**src/rtl/core/rwrd_pkg.sv**
```systemverilog
// ----------------------------------------------------------------------------
// rwrd_pkg
// Shared types and constants of the weighted range draw block.
// ----------------------------------------------------------------------------
`default_nettype none

package rwrd_pkg;

  localparam int VAL_W = 32;  // range bounds and drawn value
  localparam int WGT_W = 16;  // entry weight
  localparam int RND_W = 31;  // random words
  localparam int IDX_W = 3;   // entry index fields
  localparam int DIV_W = 33;  // divisor / remainder, range width up to 2^32

  localparam logic OP_LOAD = 1'b0;
  localparam logic OP_DRAW = 1'b1;

  typedef struct packed {
    logic [VAL_W-1:0] lo;
    logic [VAL_W-1:0] hi;
    logic [WGT_W-1:0] weight;
  } entry_t;

  localparam int ENTRY_W = $bits(entry_t);

  typedef struct packed {
    logic             start;
    logic [RND_W-1:0] dividend;
    logic [DIV_W-1:0] divisor;
  } div_req_t;

  typedef struct packed {
    logic             busy;
    logic             done;
    logic [DIV_W-1:0] rem;
  } div_rsp_t;

endpackage

`default_nettype wire

```
**src/rtl/core/rwrd_ram.sv**
```systemverilog
// ----------------------------------------------------------------------------
// rwrd_ram
// Generic single-write, single-read synchronous RAM with registered read.
// ----------------------------------------------------------------------------
`default_nettype none

module rwrd_ram #(
  parameter int WIDTH = 8,
  parameter int DEPTH = 8
) (
  input  wire logic                                    clk,
  input  wire logic                                    we,
  input  wire logic [((DEPTH > 1) ? $clog2(DEPTH) : 1)-1:0] waddr,
  input  wire logic [WIDTH-1:0]                        wdata,
  input  wire logic                                    re,
  input  wire logic [((DEPTH > 1) ? $clog2(DEPTH) : 1)-1:0] raddr,
  output logic      [WIDTH-1:0]                        rdata
);

  logic [WIDTH-1:0] mem [DEPTH];

  always_ff @(posedge clk) begin
    if (we) begin
      mem[waddr] <= wdata;
    end
    if (re) begin
      rdata <= mem[raddr];
    end
  end

endmodule

`default_nettype wire

```
**src/rtl/core/rwrd_div.sv**
```systemverilog
// ----------------------------------------------------------------------------
// rwrd_div
// Restoring radix-2 remainder unit, one dividend bit per cycle.
// ----------------------------------------------------------------------------
`default_nettype none

module rwrd_div (
  input  wire logic               clk,
  input  wire logic               rst_n,
  input  wire rwrd_pkg::div_req_t req,
  output rwrd_pkg::div_rsp_t      rsp
);

  localparam int CNT_W = $clog2(rwrd_pkg::RND_W + 1);

  logic                       busy_r, busy_nxt;
  logic                       done_r, done_nxt;
  logic [CNT_W-1:0]           cnt_r, cnt_nxt;
  logic [rwrd_pkg::RND_W-1:0] dvd_r, dvd_nxt;
  logic [rwrd_pkg::DIV_W-1:0] dsr_r, dsr_nxt;
  logic [rwrd_pkg::DIV_W-1:0] rem_r, rem_nxt;
  logic [rwrd_pkg::DIV_W:0]   trial;
  logic [rwrd_pkg::DIV_W:0]   diff;

  assign trial = {rem_r, dvd_r[rwrd_pkg::RND_W-1]};
  assign diff  = trial - {1'b0, dsr_r};

  always_comb begin
    busy_nxt = busy_r;
    done_nxt = 1'b0;
    cnt_nxt  = cnt_r;
    dvd_nxt  = dvd_r;
    dsr_nxt  = dsr_r;
    rem_nxt  = rem_r;
    if (req.start) begin
      busy_nxt = 1'b1;
      cnt_nxt  = '0;
      dvd_nxt  = req.dividend;
      dsr_nxt  = req.divisor;
      rem_nxt  = '0;
    end else if (busy_r) begin
      // partial remainder stays below the divisor, so it fits DIV_W bits
      if (trial >= {1'b0, dsr_r}) begin
        rem_nxt = diff[rwrd_pkg::DIV_W-1:0];
      end else begin
        rem_nxt = trial[rwrd_pkg::DIV_W-1:0];
      end
      dvd_nxt = {dvd_r[rwrd_pkg::RND_W-2:0], 1'b0};
      cnt_nxt = cnt_r + 1'b1;
      if (cnt_r == CNT_W'(rwrd_pkg::RND_W - 1)) begin
        busy_nxt = 1'b0;
        done_nxt = 1'b1;
      end
    end
  end

  always_ff @(posedge clk) begin
    if (!rst_n) begin
      busy_r <= 1'b0;
      done_r <= 1'b0;
      cnt_r  <= '0;
    end else begin
      busy_r <= busy_nxt;
      done_r <= done_nxt;
      cnt_r  <= cnt_nxt;
    end
  end

  always_ff @(posedge clk) begin
    dvd_r <= dvd_nxt;
    dsr_r <= dsr_nxt;
    rem_r <= rem_nxt;
  end

  assign rsp.busy = busy_r;
  assign rsp.done = done_r;
  assign rsp.rem  = rem_r;

endmodule

`default_nettype wire

```
**src/rtl/core/weighted_range_random_draw.sv**
```systemverilog
// ----------------------------------------------------------------------------
// weighted_range_random_draw
// Roulette-wheel draw of a value from a table of weighted value ranges.
// ----------------------------------------------------------------------------
// Usage:
//   Input stream (in_*): in_tuser selects the item kind, 0 = load, 1 = draw.
//   A load writes one table entry (low, high, weight) and returns nothing. A
//   draw returns one item on the output stream (out_*): the drawn value and
//   chosen entry in out_tdata, an error flag in out_tuser. cfg_* writes
//   range_count (entries below it and below MAX_RANGES take part in a draw).
// Draw steps:
//   A draw sums the weights of entries 0..n-1 (n = range_count capped at
//   MAX_RANGES), takes the pick word's remainder on one shared bit-serial
//   divider, walks the running sum to the first entry that passes it, checks
//   that entry's range, takes the value word's remainder on the same divider
//   and loads the output register. One draw is in work at a time; in_tready
//   returns as the result enters the output register. A zero total or an
//   empty range gives value 0, out_tuser 1.
// Reset: range_count returns to 1, no result pending. Table contents are
//   undefined until loaded; no clearing pass runs.
// Stall: a finished result sits in the output register; new items are taken
//   meanwhile, and the next draw waits at its end until that register frees.
// ----------------------------------------------------------------------------
`default_nettype none

module weighted_range_random_draw #(
  parameter int MAX_RANGES = 8
) (
  input  wire logic         clk,
  input  wire logic         rst_n,
  // configuration
  input  wire logic         cfg_valid,
  output logic              cfg_ready,
  input  wire logic [3:0]   cfg_data,     // range_count
  // input stream
  input  wire logic         in_tvalid,
  output logic              in_tready,
  // [2:0] entry_index, [34:3] low_value, [66:35] high_value,
  // [82:67] entry_weight, [113:83] pick_random, [144:114] value_random
  input  wire logic [151:0] in_tdata,
  input  wire logic [0:0]   in_tuser,     // [0] operation
  // result stream
  output logic              out_tvalid,
  input  wire logic         out_tready,
  output logic      [39:0]  out_tdata,    // [31:0] drawn_value, [34:32] chosen_entry
  output logic      [0:0]   out_tuser     // [0] draw_error
);

  localparam int AW = (MAX_RANGES > 1) ? $clog2(MAX_RANGES) : 1;
  localparam int NW = $clog2(MAX_RANGES + 1);
  localparam int SW = rwrd_pkg::WGT_W + NW;
  localparam int VW = rwrd_pkg::VAL_W;

  typedef enum logic [6:0] {
    ST_IDLE     = 7'b0000001,
    ST_SUM      = 7'b0000010,
    ST_DIV_PICK = 7'b0000100,
    ST_WALK     = 7'b0001000,
    ST_CHECK    = 7'b0010000,
    ST_DIV_VAL  = 7'b0100000,
    ST_FINISH   = 7'b1000000
  } state_t;

  state_t                     state_r, state_nxt;
  logic [3:0]                 range_count_r, range_count_nxt;
  logic [NW-1:0]              n_w;
  logic [NW-1:0]              rd_idx_r, rd_idx_nxt;
  logic                       dvld_r, dvld_nxt;
  logic [AW-1:0]              data_idx_r, data_idx_nxt;
  logic [SW-1:0]              total_r, total_nxt;
  logic [SW-1:0]              acc_r, acc_nxt;
  logic [SW-1:0]              acc_sum;
  logic [SW-1:0]              pick_r, pick_nxt;
  logic [rwrd_pkg::RND_W-1:0] pick_rnd_r, pick_rnd_nxt;
  logic [rwrd_pkg::RND_W-1:0] val_rnd_r, val_rnd_nxt;
  logic [VW-1:0]              lo_r, lo_nxt;
  logic [VW-1:0]              hi_r, hi_nxt;
  logic [AW-1:0]              chosen_r, chosen_nxt;
  logic [VW-1:0]              res_val_r, res_val_nxt;
  logic [rwrd_pkg::IDX_W-1:0] res_idx_r, res_idx_nxt;
  logic                       res_err_r, res_err_nxt;
  logic                       out_valid_r, out_valid_nxt;
  logic [VW-1:0]              out_val_r, out_val_nxt;
  logic [rwrd_pkg::IDX_W-1:0] out_idx_r, out_idx_nxt;
  logic                       out_err_r, out_err_nxt;
  logic [VW+1:0]              range_wid;

  logic                       in_fire;
  logic                       rd_en;
  logic                       ram_we;
  rwrd_pkg::entry_t           ram_wdata;
  rwrd_pkg::entry_t           ram_rdata;
  rwrd_pkg::div_req_t         div_req;
  rwrd_pkg::div_rsp_t         div_rsp;

  logic [rwrd_pkg::IDX_W-1:0] in_entry_index;
  logic [rwrd_pkg::RND_W-1:0] in_pick_random;
  logic [rwrd_pkg::RND_W-1:0] in_value_random;

  assign in_entry_index   = in_tdata[2:0];
  assign ram_wdata.lo     = in_tdata[34:3];
  assign ram_wdata.hi     = in_tdata[66:35];
  assign ram_wdata.weight = in_tdata[82:67];
  assign in_pick_random   = in_tdata[113:83];
  assign in_value_random  = in_tdata[144:114];

  assign cfg_ready = 1'b1;
  assign in_tready = (state_r == ST_IDLE);
  assign in_fire   = in_tvalid && in_tready;
  assign ram_we    = in_fire && (in_tuser[0] == rwrd_pkg::OP_LOAD) &&
                     (int'(in_entry_index) < MAX_RANGES);

  // entries beyond the table take no part
  always_comb begin
    if (int'(range_count_r) > MAX_RANGES) begin
      n_w = NW'(MAX_RANGES);
    end else begin
      n_w = NW'(range_count_r);
    end
  end

  assign rd_en     = ((state_r == ST_SUM) || (state_r == ST_WALK)) && (rd_idx_r < n_w);
  assign acc_sum   = acc_r + SW'(ram_rdata.weight);
  assign range_wid = {{2{hi_r[VW-1]}}, hi_r} - {{2{lo_r[VW-1]}}, lo_r} + (VW+2)'(1);

  rwrd_ram #(
    .WIDTH (rwrd_pkg::ENTRY_W),
    .DEPTH (MAX_RANGES)
  ) u_table (
    .clk   (clk),
    .we    (ram_we),
    .waddr (AW'(in_entry_index)),
    .wdata (ram_wdata),
    .re    (rd_en),
    .raddr (rd_idx_r[AW-1:0]),
    .rdata (ram_rdata)
  );

  rwrd_div u_div (
    .clk   (clk),
    .rst_n (rst_n),
    .req   (div_req),
    .rsp   (div_rsp)
  );

  always_comb begin
    state_nxt        = state_r;
    range_count_nxt  = range_count_r;
    rd_idx_nxt       = rd_idx_r;
    dvld_nxt         = rd_en;
    data_idx_nxt     = rd_idx_r[AW-1:0];
    total_nxt        = total_r;
    acc_nxt          = acc_r;
    pick_nxt         = pick_r;
    pick_rnd_nxt     = pick_rnd_r;
    val_rnd_nxt      = val_rnd_r;
    lo_nxt           = lo_r;
    hi_nxt           = hi_r;
    chosen_nxt       = chosen_r;
    res_val_nxt      = res_val_r;
    res_idx_nxt      = res_idx_r;
    res_err_nxt      = res_err_r;
    out_valid_nxt    = out_valid_r && !out_tready;
    out_val_nxt      = out_val_r;
    out_idx_nxt      = out_idx_r;
    out_err_nxt      = out_err_r;
    div_req.start    = 1'b0;
    div_req.dividend = pick_rnd_r;
    div_req.divisor  = rwrd_pkg::DIV_W'(total_r);

    if (cfg_valid && cfg_ready) begin
      range_count_nxt = cfg_data;
    end
    if (rd_en) begin
      rd_idx_nxt = rd_idx_r + 1'b1;
    end

    case (state_r)
      ST_IDLE: begin
        if (in_fire && (in_tuser[0] == rwrd_pkg::OP_DRAW)) begin
          pick_rnd_nxt = in_pick_random;
          val_rnd_nxt  = in_value_random;
          total_nxt    = '0;
          rd_idx_nxt   = '0;
          state_nxt    = ST_SUM;
        end
      end
      ST_SUM: begin
        if (dvld_r) begin
          total_nxt = total_r + SW'(ram_rdata.weight);
        end
        if (!rd_en && !dvld_r) begin
          if (total_r == '0) begin
            res_val_nxt = '0;
            res_idx_nxt = '0;
            res_err_nxt = 1'b1;
            state_nxt   = ST_FINISH;
          end else begin
            div_req.start = 1'b1;
            state_nxt     = ST_DIV_PICK;
          end
        end
      end
      ST_DIV_PICK: begin
        if (div_rsp.done) begin
          pick_nxt   = SW'(div_rsp.rem);
          acc_nxt    = '0;
          rd_idx_nxt = '0;
          state_nxt  = ST_WALK;
        end
      end
      ST_WALK: begin
        // first entry whose running sum passes the pick
        if (dvld_r) begin
          acc_nxt = acc_sum;
          if (acc_sum > pick_r) begin
            lo_nxt     = ram_rdata.lo;
            hi_nxt     = ram_rdata.hi;
            chosen_nxt = data_idx_r;
            state_nxt  = ST_CHECK;
          end
        end
      end
      ST_CHECK: begin
        res_idx_nxt = rwrd_pkg::IDX_W'(chosen_r);
        if (range_wid[VW+1] || (range_wid == '0)) begin
          res_val_nxt = '0;
          res_err_nxt = 1'b1;
          state_nxt   = ST_FINISH;
        end else begin
          div_req.start    = 1'b1;
          div_req.dividend = val_rnd_r;
          div_req.divisor  = range_wid[rwrd_pkg::DIV_W-1:0];
          state_nxt        = ST_DIV_VAL;
        end
      end
      ST_DIV_VAL: begin
        if (div_rsp.done) begin
          res_val_nxt = lo_r + div_rsp.rem[VW-1:0];
          res_err_nxt = 1'b0;
          state_nxt   = ST_FINISH;
        end
      end
      ST_FINISH: begin
        if (!out_valid_r || out_tready) begin
          out_valid_nxt = 1'b1;
          out_val_nxt   = res_val_r;
          out_idx_nxt   = res_idx_r;
          out_err_nxt   = res_err_r;
          state_nxt     = ST_IDLE;
        end
      end
      default: begin
        state_nxt = ST_IDLE;
      end
    endcase
  end

  always_ff @(posedge clk) begin
    if (!rst_n) begin
      state_r       <= ST_IDLE;
      range_count_r <= 4'd1;
      rd_idx_r      <= '0;
      dvld_r        <= 1'b0;
      out_valid_r   <= 1'b0;
    end else begin
      state_r       <= state_nxt;
      range_count_r <= range_count_nxt;
      rd_idx_r      <= rd_idx_nxt;
      dvld_r        <= dvld_nxt;
      out_valid_r   <= out_valid_nxt;
    end
  end

  always_ff @(posedge clk) begin
    data_idx_r <= data_idx_nxt;
    total_r    <= total_nxt;
    acc_r      <= acc_nxt;
    pick_r     <= pick_nxt;
    pick_rnd_r <= pick_rnd_nxt;
    val_rnd_r  <= val_rnd_nxt;
    lo_r       <= lo_nxt;
    hi_r       <= hi_nxt;
    chosen_r   <= chosen_nxt;
    res_val_r  <= res_val_nxt;
    res_idx_r  <= res_idx_nxt;
    res_err_r  <= res_err_nxt;
    out_val_r  <= out_val_nxt;
    out_idx_r  <= out_idx_nxt;
    out_err_r  <= out_err_nxt;
  end

  assign out_tvalid   = out_valid_r;
  assign out_tdata    = {5'b0, out_idx_r, out_val_r};
  assign out_tuser[0] = out_err_r;

  // a new result only comes from the end of a draw
  a_out_from_finish : assert property (@(posedge clk) disable iff (!rst_n)
    $rose(out_tvalid) |-> $past(state_r == ST_FINISH))
    else $error("result appeared outside the end of a draw");

  // the shared divider is never restarted mid-operation
  a_div_no_overlap : assert property (@(posedge clk) disable iff (!rst_n)
    div_req.start |-> !div_rsp.busy)
    else $error("divider started while busy");

  // an errored draw carries a zero value
  a_err_zero_value : assert property (@(posedge clk) disable iff (!rst_n)
    (out_tvalid && out_tuser[0]) |-> (out_tdata[31:0] == '0))
    else $error("error result with nonzero value");

endmodule

`default_nettype wire

```
**config.mk**
```make
export PLATFORM = sky130hd
export DESIGN_NAME = weighted_range_random_draw
export DESIGN_NICKNAME = d
export VERILOG_FILES = /design/src/rtl/core/rwrd_pkg.sv /design/src/rtl/core/rwrd_ram.sv /design/src/rtl/core/rwrd_div.sv /design/src/rtl/core/weighted_range_random_draw.sv
export SDC_FILE = /design/constraint.sdc
export NUM_CORES = 1
export LEC_CHECK = 0
export BUFFER_PORTS_ARGS = -buffer_cell sky130_fd_sc_hd__buf_2
export CAP_MARGIN = 15
export CELL_PAD_IN_SITES_DETAIL_PLACEMENT = 1
export CELL_PAD_IN_SITES_GLOBAL_PLACEMENT = 2
export CORE_AREA = 2 2 376 378
export DETAILED_ROUTE_END_ITERATION = 7
export DIE_AREA = 0 0 378 380
export GPL_ROUTABILITY_DRIVEN = 0
export PLACE_DENSITY_LB_ADDON = 0.3
export RECOVER_POWER = 50
export SETUP_SLACK_MARGIN = 0.02
export SLEW_MARGIN = 20
export SYNTH_ARGS = -nofsm -noshare
export SYNTH_HDL_FRONTEND = slang
export SYNTH_HIERARCHICAL = 1
export SYNTH_SLANG_ARGS = --single-unit
```
**constraint.sdc**
```tcl
create_clock -name clk -period 13.19 [get_ports clk]
set_input_delay 1.319 -clock clk [delete_from_list [all_inputs] [get_ports clk]]
set_output_delay 1.319 -clock clk [all_outputs]
set_load 0.01 [all_outputs]
```
==> out/metrics.cfg, run 1 <==
[cts]
clkTransAtPathRegs_ns=0.06
post_cts_buffers=0
cts_buffer_depth=3
clock_sinks=1105
hold_buffers=0
insertion_delay_ns=0.78
clk_root_buffer_cell=clkbuf_16
cts_tree=built
ctsResizeCount=0
numCtsBuffers=121
htree_num_levels=3

[final_layout]
diodes=0
drive_gt1_share_pct=16.9
area_delta_synth_final_pct=14.1
multi_input_comb_area_um2=15000
final_nets=3630
stdcell_area_um2=55400
finish.utilization_pct=39.8
final-seq-area_um2=32600
final_cells=5252
fill_cells=14100

[hold_path]
hold_class=flop to flop
hold_path_depth=0
min_to=chosen_r[1]
worstHoldStart=data_idx_r[1]

[worst_setup_path]
endpoint_kind=flop
crit_fanout=59
r2r_cells=4
crit_path_top_delay_cell=clkbuf_1
critPathTopFamily=buffers and inverters
critPathMaxStageDelay_ns=2.53
critical_path_class=flop to flop
critPathBufInv=2
required_ns=13.66
cp.arrival_ns=7.37
r2r_setup_slack_ns=6.28
worstPathCellList=clkbuf_1, buf_4, mux4_2, mux2_2
worstSetupStartpointType=flop
timing.rr.end=u_table/rdata[73]
r2r-start=rd_idx_r[2]

[job]
maxCapViolCount=11

[timing]
post-route-period-util_pct=52.4
tightest_slew_ns=3.73
skew_ns=0.0869
max_slew_margin_pct=-149
setup_tns_ns=0
fmax_ghz=0.145
timing.final.hold_violations=0
setup_viol=0
rsz0062_at_grt=false
setup_ws_ns=6.28
timing.final.crit_period_ns=6.91
worst_hold_slack_ns=0.404
slew_violations=365

[pwr]
powerDensity_nw_per_um2=157
p_leak_nw=18.8
finalPower_mw=8.70
peakVddDrop_v=0.000162

[placement]
placed_area_um2=51800
post-place-ws_ns=6.77
io_buffers=192
hpwlAfterDp_mm=80.5
dp.cells=5030

[global_route]
grt_pass1_vias=28400
grt_pass1_wl_mm=181
grt_overflow=0
grt_start_max_net_pins=98
antenna_found_initial=10
grt_use_total_pct=16.7

[floorplan]
initial_utilization_pct=34.9
fp-row-count=137
dieArea_um2=144000
die_w_um=378
core_um2=139000
ios=206
die_h_um=380

[routing]
drcViolationCount=0
ant_nets=0
drtIter0Drc=1308
vias_per_cell=5.08
wire_per_inst_um=22.8
dr.pass1.iters=5
wl_mm=120
num_vias=26700

[logic_synthesis]
syn_avg_cell_area_um2=16.1
yosys_warnings=6
syn-cell-area_um2=48600
synth_cells=3025

[status]
status=finished with violations
violations=max-capacitance violations, max-slew violations

placed cells by master, fill, tap and decap left out, types with 32 or more instances in the layout:
cell / instances
inv_1: 133
xor2_1: 44
a21oi_1: 133
nor3_1: 51
xnor2_1: 61
nor2_1: 175
mux2_1: 55
nand2_1: 106
clkbuf_1: 150
clkbuf_16: 121
and2_1: 32
mux4_2: 160
buf_2: 73
a211oi_1: 39
a21o_1: 46
edfxtp_1: 1045
mux2_2: 106
nand3_1: 42
o21ai_0: 75
dfxtp_1: 58
ha_1: 186
worst max-delay path by stage:
stage,startpoint,to,slack (ns),cells after the start
6_report,rd_idx_r[2],u_table/rdata[73],6.28,4
5_1_grt,rd_idx_r[2],u_table/rdata[70],5.85,4
4_1_cts,lo_r[1],u_div/dvd_r[22],6.72,19
3_3_place_gp,lo_r[1],u_div/dvd_r[27],6.75,19
2_1_floorplan,state_r[6],u_div/dvd_r[0],3.18,8
3_5_place_dp,lo_r[1],u_div/dvd_r[26],6.77,19
metal layers:
layer / up-vias / GRT usage (%) / share of wire, %
li1: 12300 / - / -
met1: 13700 / 23.5 / 47
met2: 461 / 26.7 / 47
met3: 167 / 2.86 / 4.3
met4: 18 / 4.60 / 2.1
met5: - / 0 / 0.11
area by class of cell:
class                           count  share of cell area [%]
Clock buffer                      146                    5.68
Clock inverter                     76                    1.42
Inverter                          134                   0.907
Multi-Input combinational cell   1682                    27.0
Sequential cell                  1105                    58.8
Timing Repair Buffer              233                    1.98
Tap cell                         1876                    4.23
flip-flops by register name, indices dropped and copies added (netlist names), 5 cells and up:
register / cells
u_table/mem: 640
u_table/rdata: 80
u_div/dsr_r: 33
u_div/rem_r: 33
hi_r: 32
lo_r: 32
out_val_r: 32
res_val_r: 32
pick_rnd_r: 31
u_div/dvd_r: 31
val_rnd_r: 31
acc_r: 20
pick_r: 20
total_r: 20
state_r: 7
u_div/cnt_r: 5
where the power goes:
part | total (mW) | leakage [nW] | internal, mW | switching [mW]
combinational | 1.27 | 6.89 | 0.499 | 0.769
sequential | 4.09 | 9.96 | 3.96 | 0.134
clock | 3.34 | 1.91 | 1.92 | 1.42
total | 8.70 | 18.8 | 6.38 | 2.32
(Power assumes the default switching activity.)
==> run 2: changes to the inputs <==
clock period = 6.8 ns   (was 13.19 ns; I/O delays follow)
==> run 2 against run 1 <==
  * The flow still finishes with violations (max-capacitance violations, max-slew violations)
  * Final cell count rose by 0.13%
  * Final area rose by 0.49%
  * Clock power rose by 98%
  * Register-to-register slack got worse by 5.3 ns
  * Sequential power rose by 94%
  * Power rose by 96%
  * Critical endpoint is now u_div/dvd_r[15]
==> out/metrics.cfg, run 2 (synthesis gave the netlist of run 1 again) <==
[cts]
cts_tree=built  ; unchanged
clk_root_buffer_cell=clkbuf_16  ; unchanged
hold_buffers=0  ; unchanged
numCtsBuffers=119  ; was 121
post_cts_buffers=0  ; unchanged
cts_buffer_depth=3  ; unchanged
insertion_delay_ns=0.75  ; was 0.78 ns
clkTransAtPathRegs_ns=0.06  ; about the same
htree_num_levels=3  ; unchanged
clock_sinks=1105  ; unchanged
ctsResizeCount=0  ; unchanged

[pwr]
switching_share_pct=26.5  ; was 26.7%
clkPwrFrac_pct=38.9  ; was 38.4%
peakVddDrop_v=0.000205  ; was 0.000162 V
power.net_switching_mw=4.50  ; was 2.32 mW
power_frac_seq_pct=46.7  ; was 47.0%
combPwrFrac_pct=14.4  ; was 14.6%
powerDensity_nw_per_um2=305  ; was 157 nW/um2
finalPower_mw=17.0  ; was 8.70 mW
intPower_mw=12.5  ; was 6.38 mW
p_leak_nw=18.9  ; was 18.8 nW

[timing]
timing.final.hold_violations=0  ; unchanged
rsz0062_at_grt=false  ; unchanged
max_slew_margin_pct=-131  ; was -149%
setup_viol=0  ; unchanged
fmax_ghz=0.172  ; was 0.145 GHz
slew_violations=379  ; was 365
worst_hold_slack_ns=0.104  ; was 0.404 ns
skew_ns=0.0631  ; was 0.0869 ns
post-route-period-util_pct=85.3  ; was 52.4%
timing.final.crit_period_ns=5.80  ; was 6.91 ns
setup_tns_ns=0  ; unchanged
tightest_slew_ns=3.46  ; was 3.73 ns

[routing]
drcViolationCount=0  ; unchanged
dr.pass1.iters=5  ; unchanged
ant_nets=0  ; unchanged
wl_mm=120  ; about the same
vias_per_cell=5.03  ; was 5.08
num_vias=26500  ; was 26700
wire_per_inst_um=22.7  ; was 22.8 um
drtIter0Drc=1574  ; was 1308

[final_layout]
area_delta_synth_final_pct=14.6  ; was 14.1%
largest_register_ffs=640  ; unchanged
regMostFlops=u_table/mem  ; unchanged
finish.utilization_pct=40.0  ; was 39.8%
final_cell_mix=edfxtp_1, ha_1, nor2_1, mux4_2, clkbuf_1  ; unchanged
layout_commonest_cell=edfxtp_1  ; unchanged
final_nets=3629  ; was 3630
drive_gt1_share_pct=17.4  ; was 16.9%
reg_top3=u_table/mem (640), u_table/rdata (80)  ; unchanged

[global_route]
grt_use_total_pct=16.7  ; about the same
antenna_found_initial=11  ; was 10
grt_start_max_net_pins=86  ; was 98
grt_pass1_vias=28400  ; about the same
grt_overflow=0  ; unchanged
grt_pass1_wl_mm=181  ; about the same

[floorplan]
core_um2=139000  ; unchanged
fp-row-count=137  ; unchanged
die_w_um=378  ; unchanged
die_h_um=380  ; unchanged
initial_utilization_pct=34.9  ; unchanged
dieArea_um2=144000  ; unchanged
ios=206  ; unchanged

[worst_setup_path]
r2r-start=lo_r[1]  ; was rd_idx_r[2]
crit_fanout=16  ; was 59
timing.rr.end=u_div/dvd_r[15]  ; was u_table/rdata[73]
required_ns=7.30  ; was 13.66 ns
crit_path_start=lo_r[1]  ; was rd_idx_r[2]
cp.arrival_ns=6.30  ; was 7.37 ns
endpoint_kind=flop  ; unchanged
critical_path_class=flop to flop  ; unchanged
worstSetupStartpointType=flop  ; unchanged
r2r_cells=16  ; was 4
r2r_setup_slack_ns=1.0  ; was 6.28 ns
cp-endpoint=u_div/dvd_r[15]  ; was u_table/rdata[73]

[hold_path]
hold_class=input pin to flop  ; was flop to flop

[job]
maxCapViolCount=8  ; was 11

[status]
status=finished with violations  ; unchanged
violations=max-capacitance violations, max-slew violations  ; unchanged

[placement]
hpwlAfterDp_mm=78.9  ; was 80.5 mm
io_buffers=192  ; unchanged

-- run 2: cell type report --
| type | instances | area (um2) |
|---|---|---|
| fill | 14000 | 83500 |
| sequential | 1105 | 32600 |
| multi-input combinational | 1682 | 15000 |
| clock buffer | 147 | 3150 |
| tap | 1876 | 2350 |
| timing repair buffer | 234 | 1210 |
| clock inverter | 76 | 882 |
| inverter | 134 | 503 |
| antenna | 5 | 12.5 |
-- run 2: how the worst min path moves through the flow --
stage / from / end / cells past startpoint
floorplan: data_idx_r[0] / chosen_r[0] / 0
detailed placement: data_idx_r[1] / chosen_r[1] / 0
finish: in_tdata[91] / pick_rnd_r[8] / 1
global placement: data_idx_r[0] / chosen_r[0] / 0
CTS: in_tdata[91] / pick_rnd_r[8] / 1
global route: in_tdata[134] / val_rnd_r[20] / 1
-- run 2: critical path: stages, from the launching register on --
cell and delay (ns):
edfxtp_1 0.45, ha_1 0.32, inv_1 0.04, ha_1 0.20
fa_1 0.45, a211oi_1 0.49, o21a_1 0.24, nor2_1 0.07
a211oi_2 0.35, o211a_1 0.31, xnor2_1 0.11, or4_1 0.57
nor4b_2 0.42, a21o_2 0.53, buf_4 0.34, mux2_1 0.36
mux2_2 0.27
-- run 2: power by group through the flow --
stage / Sequential [mW] / Clock (mW) / Combinational (mW)
floorplan: 7.93 / 0 / 1.80
global placement: 8.08 / 0 / 2.44
detailed placement: 8.09 / 0 / 2.46
CTS: 7.94 / 6.81 / 2.47
global route: 7.97 / 7.05 / 2.73
finish: 7.94 / 6.62 / 2.45
-- run 2: layer usage --
metal	vias to the layer above	share of wire, %	track usage (%)
met1	13500	48	23.6
met3	156	3.9	2.89
met5	-	0.066	0
met2	415	47	26.6
li1	12300	-	-
met4	12	1.8	3.95
-- run 2: stage by stage --
step / area [um2] / setup WS (ns) / cells
after global placement: 51900 / 0.937 / 5031
final: 55700 / 0.997 / 5259
after detailed placement: 51900 / 0.928 / 5031
after global routing: 55700 / 0.586 / 5257
after floorplan: 48700 / 1.11 / 3029
after CTS: 55900 / 0.917 / 5254
==> run 3: changes to the inputs <==
clock period = 5.4 ns   (was 6.8 ns; I/O delays follow)
==> run 3 against run 2 <==
  * Sequential cell count is the same
  * Clock skew grew 0.032 ns
  * Via count grew 2.4%
  * Power grew 27%
  * Highest routed layer unchanged
  * Critical endpoint is now u_div/dvd_r[24]
  * Final area grew 3.1%
  * Die area is the same
  * The flow still finishes with violations (max-capacitance violations, max-slew violations)
==> out/metrics.cfg, run 3 (synthesis gave the netlist of run 1 again) <==
[timing]
rsz0062_at_grt=false  ; unchanged
max_slew_margin_pct=-51.0  ; was -131%
slew_violations=304  ; was 379
setup_ws_ns=0.276  ; was 0.997 ns
timing.final.crit_period_ns=5.12  ; was 5.80 ns
skew_ns=0.0951  ; was 0.0631 ns
tightest_slew_ns=2.26  ; was 3.46 ns
timing.final.hold_violations=0  ; unchanged
setup_tns_ns=0  ; unchanged
fmax_ghz=0.195  ; was 0.172 GHz
setup_viol=0  ; unchanged
post-route-period-util_pct=94.9  ; was 85.3%

[routing]
wire_per_inst_um=22.4  ; was 22.7 um
drcViolationCount=0  ; unchanged
wl_mm=121  ; was 120 mm
dr.pass1.iters=5  ; unchanged
num_vias=27100  ; was 26500
ant_nets=0  ; unchanged
vias_per_cell=5.00  ; was 5.03
drtIter0Drc=1442  ; was 1574

[worst_setup_path]
worstSetupStartpointType=flop  ; unchanged
required_ns=5.85  ; was 7.30 ns
critical_path_class=flop to flop  ; unchanged
crit_fanout=18  ; was 16
cp.arrival_ns=5.58  ; was 6.30 ns
endpoint_kind=flop  ; unchanged

[cts]
htree_num_levels=3  ; unchanged
cts_buffer_depth=3  ; unchanged
clk_root_buffer_cell=clkbuf_16  ; unchanged
numCtsBuffers=121  ; was 119
clock_sinks=1105  ; unchanged
clkTransAtPathRegs_ns=0.06  ; about the same
insertion_delay_ns=0.79  ; was 0.75 ns
cts_tree=built  ; unchanged

[pwr]
p_leak_nw=19.6  ; was 18.9 nW
peakVddDrop_v=0.000279  ; was 0.000205 V
powerDensity_nw_per_um2=377  ; was 305 nW/um2

[job]
maxCapViolCount=7  ; was 8

[status]
violations=max-capacitance violations, max-slew violations  ; unchanged
status=finished with violations  ; unchanged

[hold_path]
hold_class=input pin to flop  ; unchanged

[floorplan]
initial_utilization_pct=34.9  ; unchanged
core_um2=139000  ; unchanged
ios=206  ; unchanged
die_w_um=378  ; unchanged
dieArea_um2=144000  ; unchanged
die_h_um=380  ; unchanged
fp-row-count=137  ; unchanged

[final_layout]
drive_gt1_share_pct=17.2  ; was 17.4%
final_cell_mix=edfxtp_1, ha_1, nor2_1, mux4_2, clkbuf_1  ; unchanged
final_nets=3784  ; was 3629
fill_cells=14000  ; about the same
layout_commonest_cell=edfxtp_1  ; unchanged
area_delta_synth_final_pct=18.2  ; was 14.6%
regMostFlops=u_table/mem  ; unchanged
reg_top3=u_table/mem (640), u_table/rdata (80)  ; unchanged
largest_register_ffs=640  ; unchanged

[placement]
post-place-ws_ns=0.211  ; was 0.928 ns
io_buffers=192  ; unchanged
hpwlAfterDp_mm=80.8  ; was 78.9 mm

[global_route]
grt_pass1_wl_mm=183  ; was 181 mm
grt_use_total_pct=16.8  ; was 16.7%
grt_pass1_vias=29100  ; was 28400
grt_busiest_layer=met2  ; unchanged
use_met3_pct=2.78  ; was 2.89%
grt_start_max_net_pins=123  ; was 86
grt_overflow=0  ; unchanged
antenna_found_initial=7  ; was 11
grt_use_met1_pct=23.7  ; was 23.6%
use_met2_pct=27.1  ; was 26.6%

[run 3: cell types whose count changed in the layout (fill, tap and decap cells not counted), moves of 4 or more]
cell,before,now
mux2_2,104,83
buf_2,73,66
mux2_1,57,78
clkinvlp_4,6,16
clkbuf_1,147,151
buf_4,25,41
buf_12,9,17
clkinv_4,6,2
dlygate4sd3_1,0,125
diode_2,5,1
clkinv_2,19,23
[run 3: critical path, cell delays in order, from the launching register on]
cell       delay (ns)
edfxtp_1         0.47
inv_1            0.08
ha_1             0.20
ha_1             0.23
fa_1             0.49
a211oi_2         0.25
buf_4            0.16
o21a_1           0.16
nor2_1           0.07
a211oi_2         0.30
o211a_1          0.27
xnor2_1          0.11
or4_4            0.54
nor4b_4          0.35
a21o_4           0.25
clkbuf_16        0.25
mux2_1           0.33
mux2_2           0.27
[run 3: layout make-up]
class / instances / area [um2] / area share [%]
Antenna cell: 1 / 2.50 / 0.00435
Clock buffer: 145 / 3180 / 5.53
Clock inverter: 85 / 1010 / 1.76
Inverter: 134 / 507 / 0.882
Multi-Input combinational cell: 1682 / 15100 / 26.2
Sequential cell: 1105 / 32600 / 56.7
Tap cell: 1876 / 2350 / 4.08
Timing Repair Buffer: 387 / 2780 / 4.83
[run 3: final timing paths]
kind,start,endpoint,slack [ns],depth (start not counted)
max,lo_r[0],u_div/dvd_r[24],0.28,17
min,cfg_valid,range_count_r[0],0.08,3
max reg2reg,lo_r[0],u_div/dvd_r[24],0.28,17
min reg2reg,res_val_r[9],out_val_r[9],0.40,0
[run 3: stage by stage]
step / hold WS, ns / util (%) / power, mW / cell area [um2] / std cells
after floorplan: 0.386 / - / 12.3 / 48700 / 3029
after global placement: 0.387 / 37.5 / 13.2 / 52200 / 5055
after detailed placement: 0.392 / 37.5 / 13.2 / 52200 / 5055
after CTS: 0.000878 / 41.4 / 21.9 / 57600 / 5410
after global routing: 0.0602 / 41.3 / 22.6 / 57500 / 5415
final: 0.0770 / 41.3 / 21.7 / 57500 / 5415
[run 3: per-layer routing]
layer | vias to the layer above | wire (um)
met5 | - | 36
met4 | 6 | 2330
met3 | 161 | 4320
met2 | 440 | 57300
met1 | 13800 | 57500
li1 | 12700 | -
[run 3: repair_timing]
action	4_1_cts	5_1_grt
hold endpoints to repair	492	0
hold buffers	125	0
gates resized for setup	0	7
buffers inserted	0	3
setup endpoints to repair	0	141
[run 3: report_power, final]
part	switching [mW]	leakage (nW)	internal (mW)	total, mW
clock	3.55	2.00	4.99	8.54
sequential	0.304	9.96	9.66	9.96
combinational	1.88	7.64	1.28	3.15
total	5.73	19.6	15.9	21.7
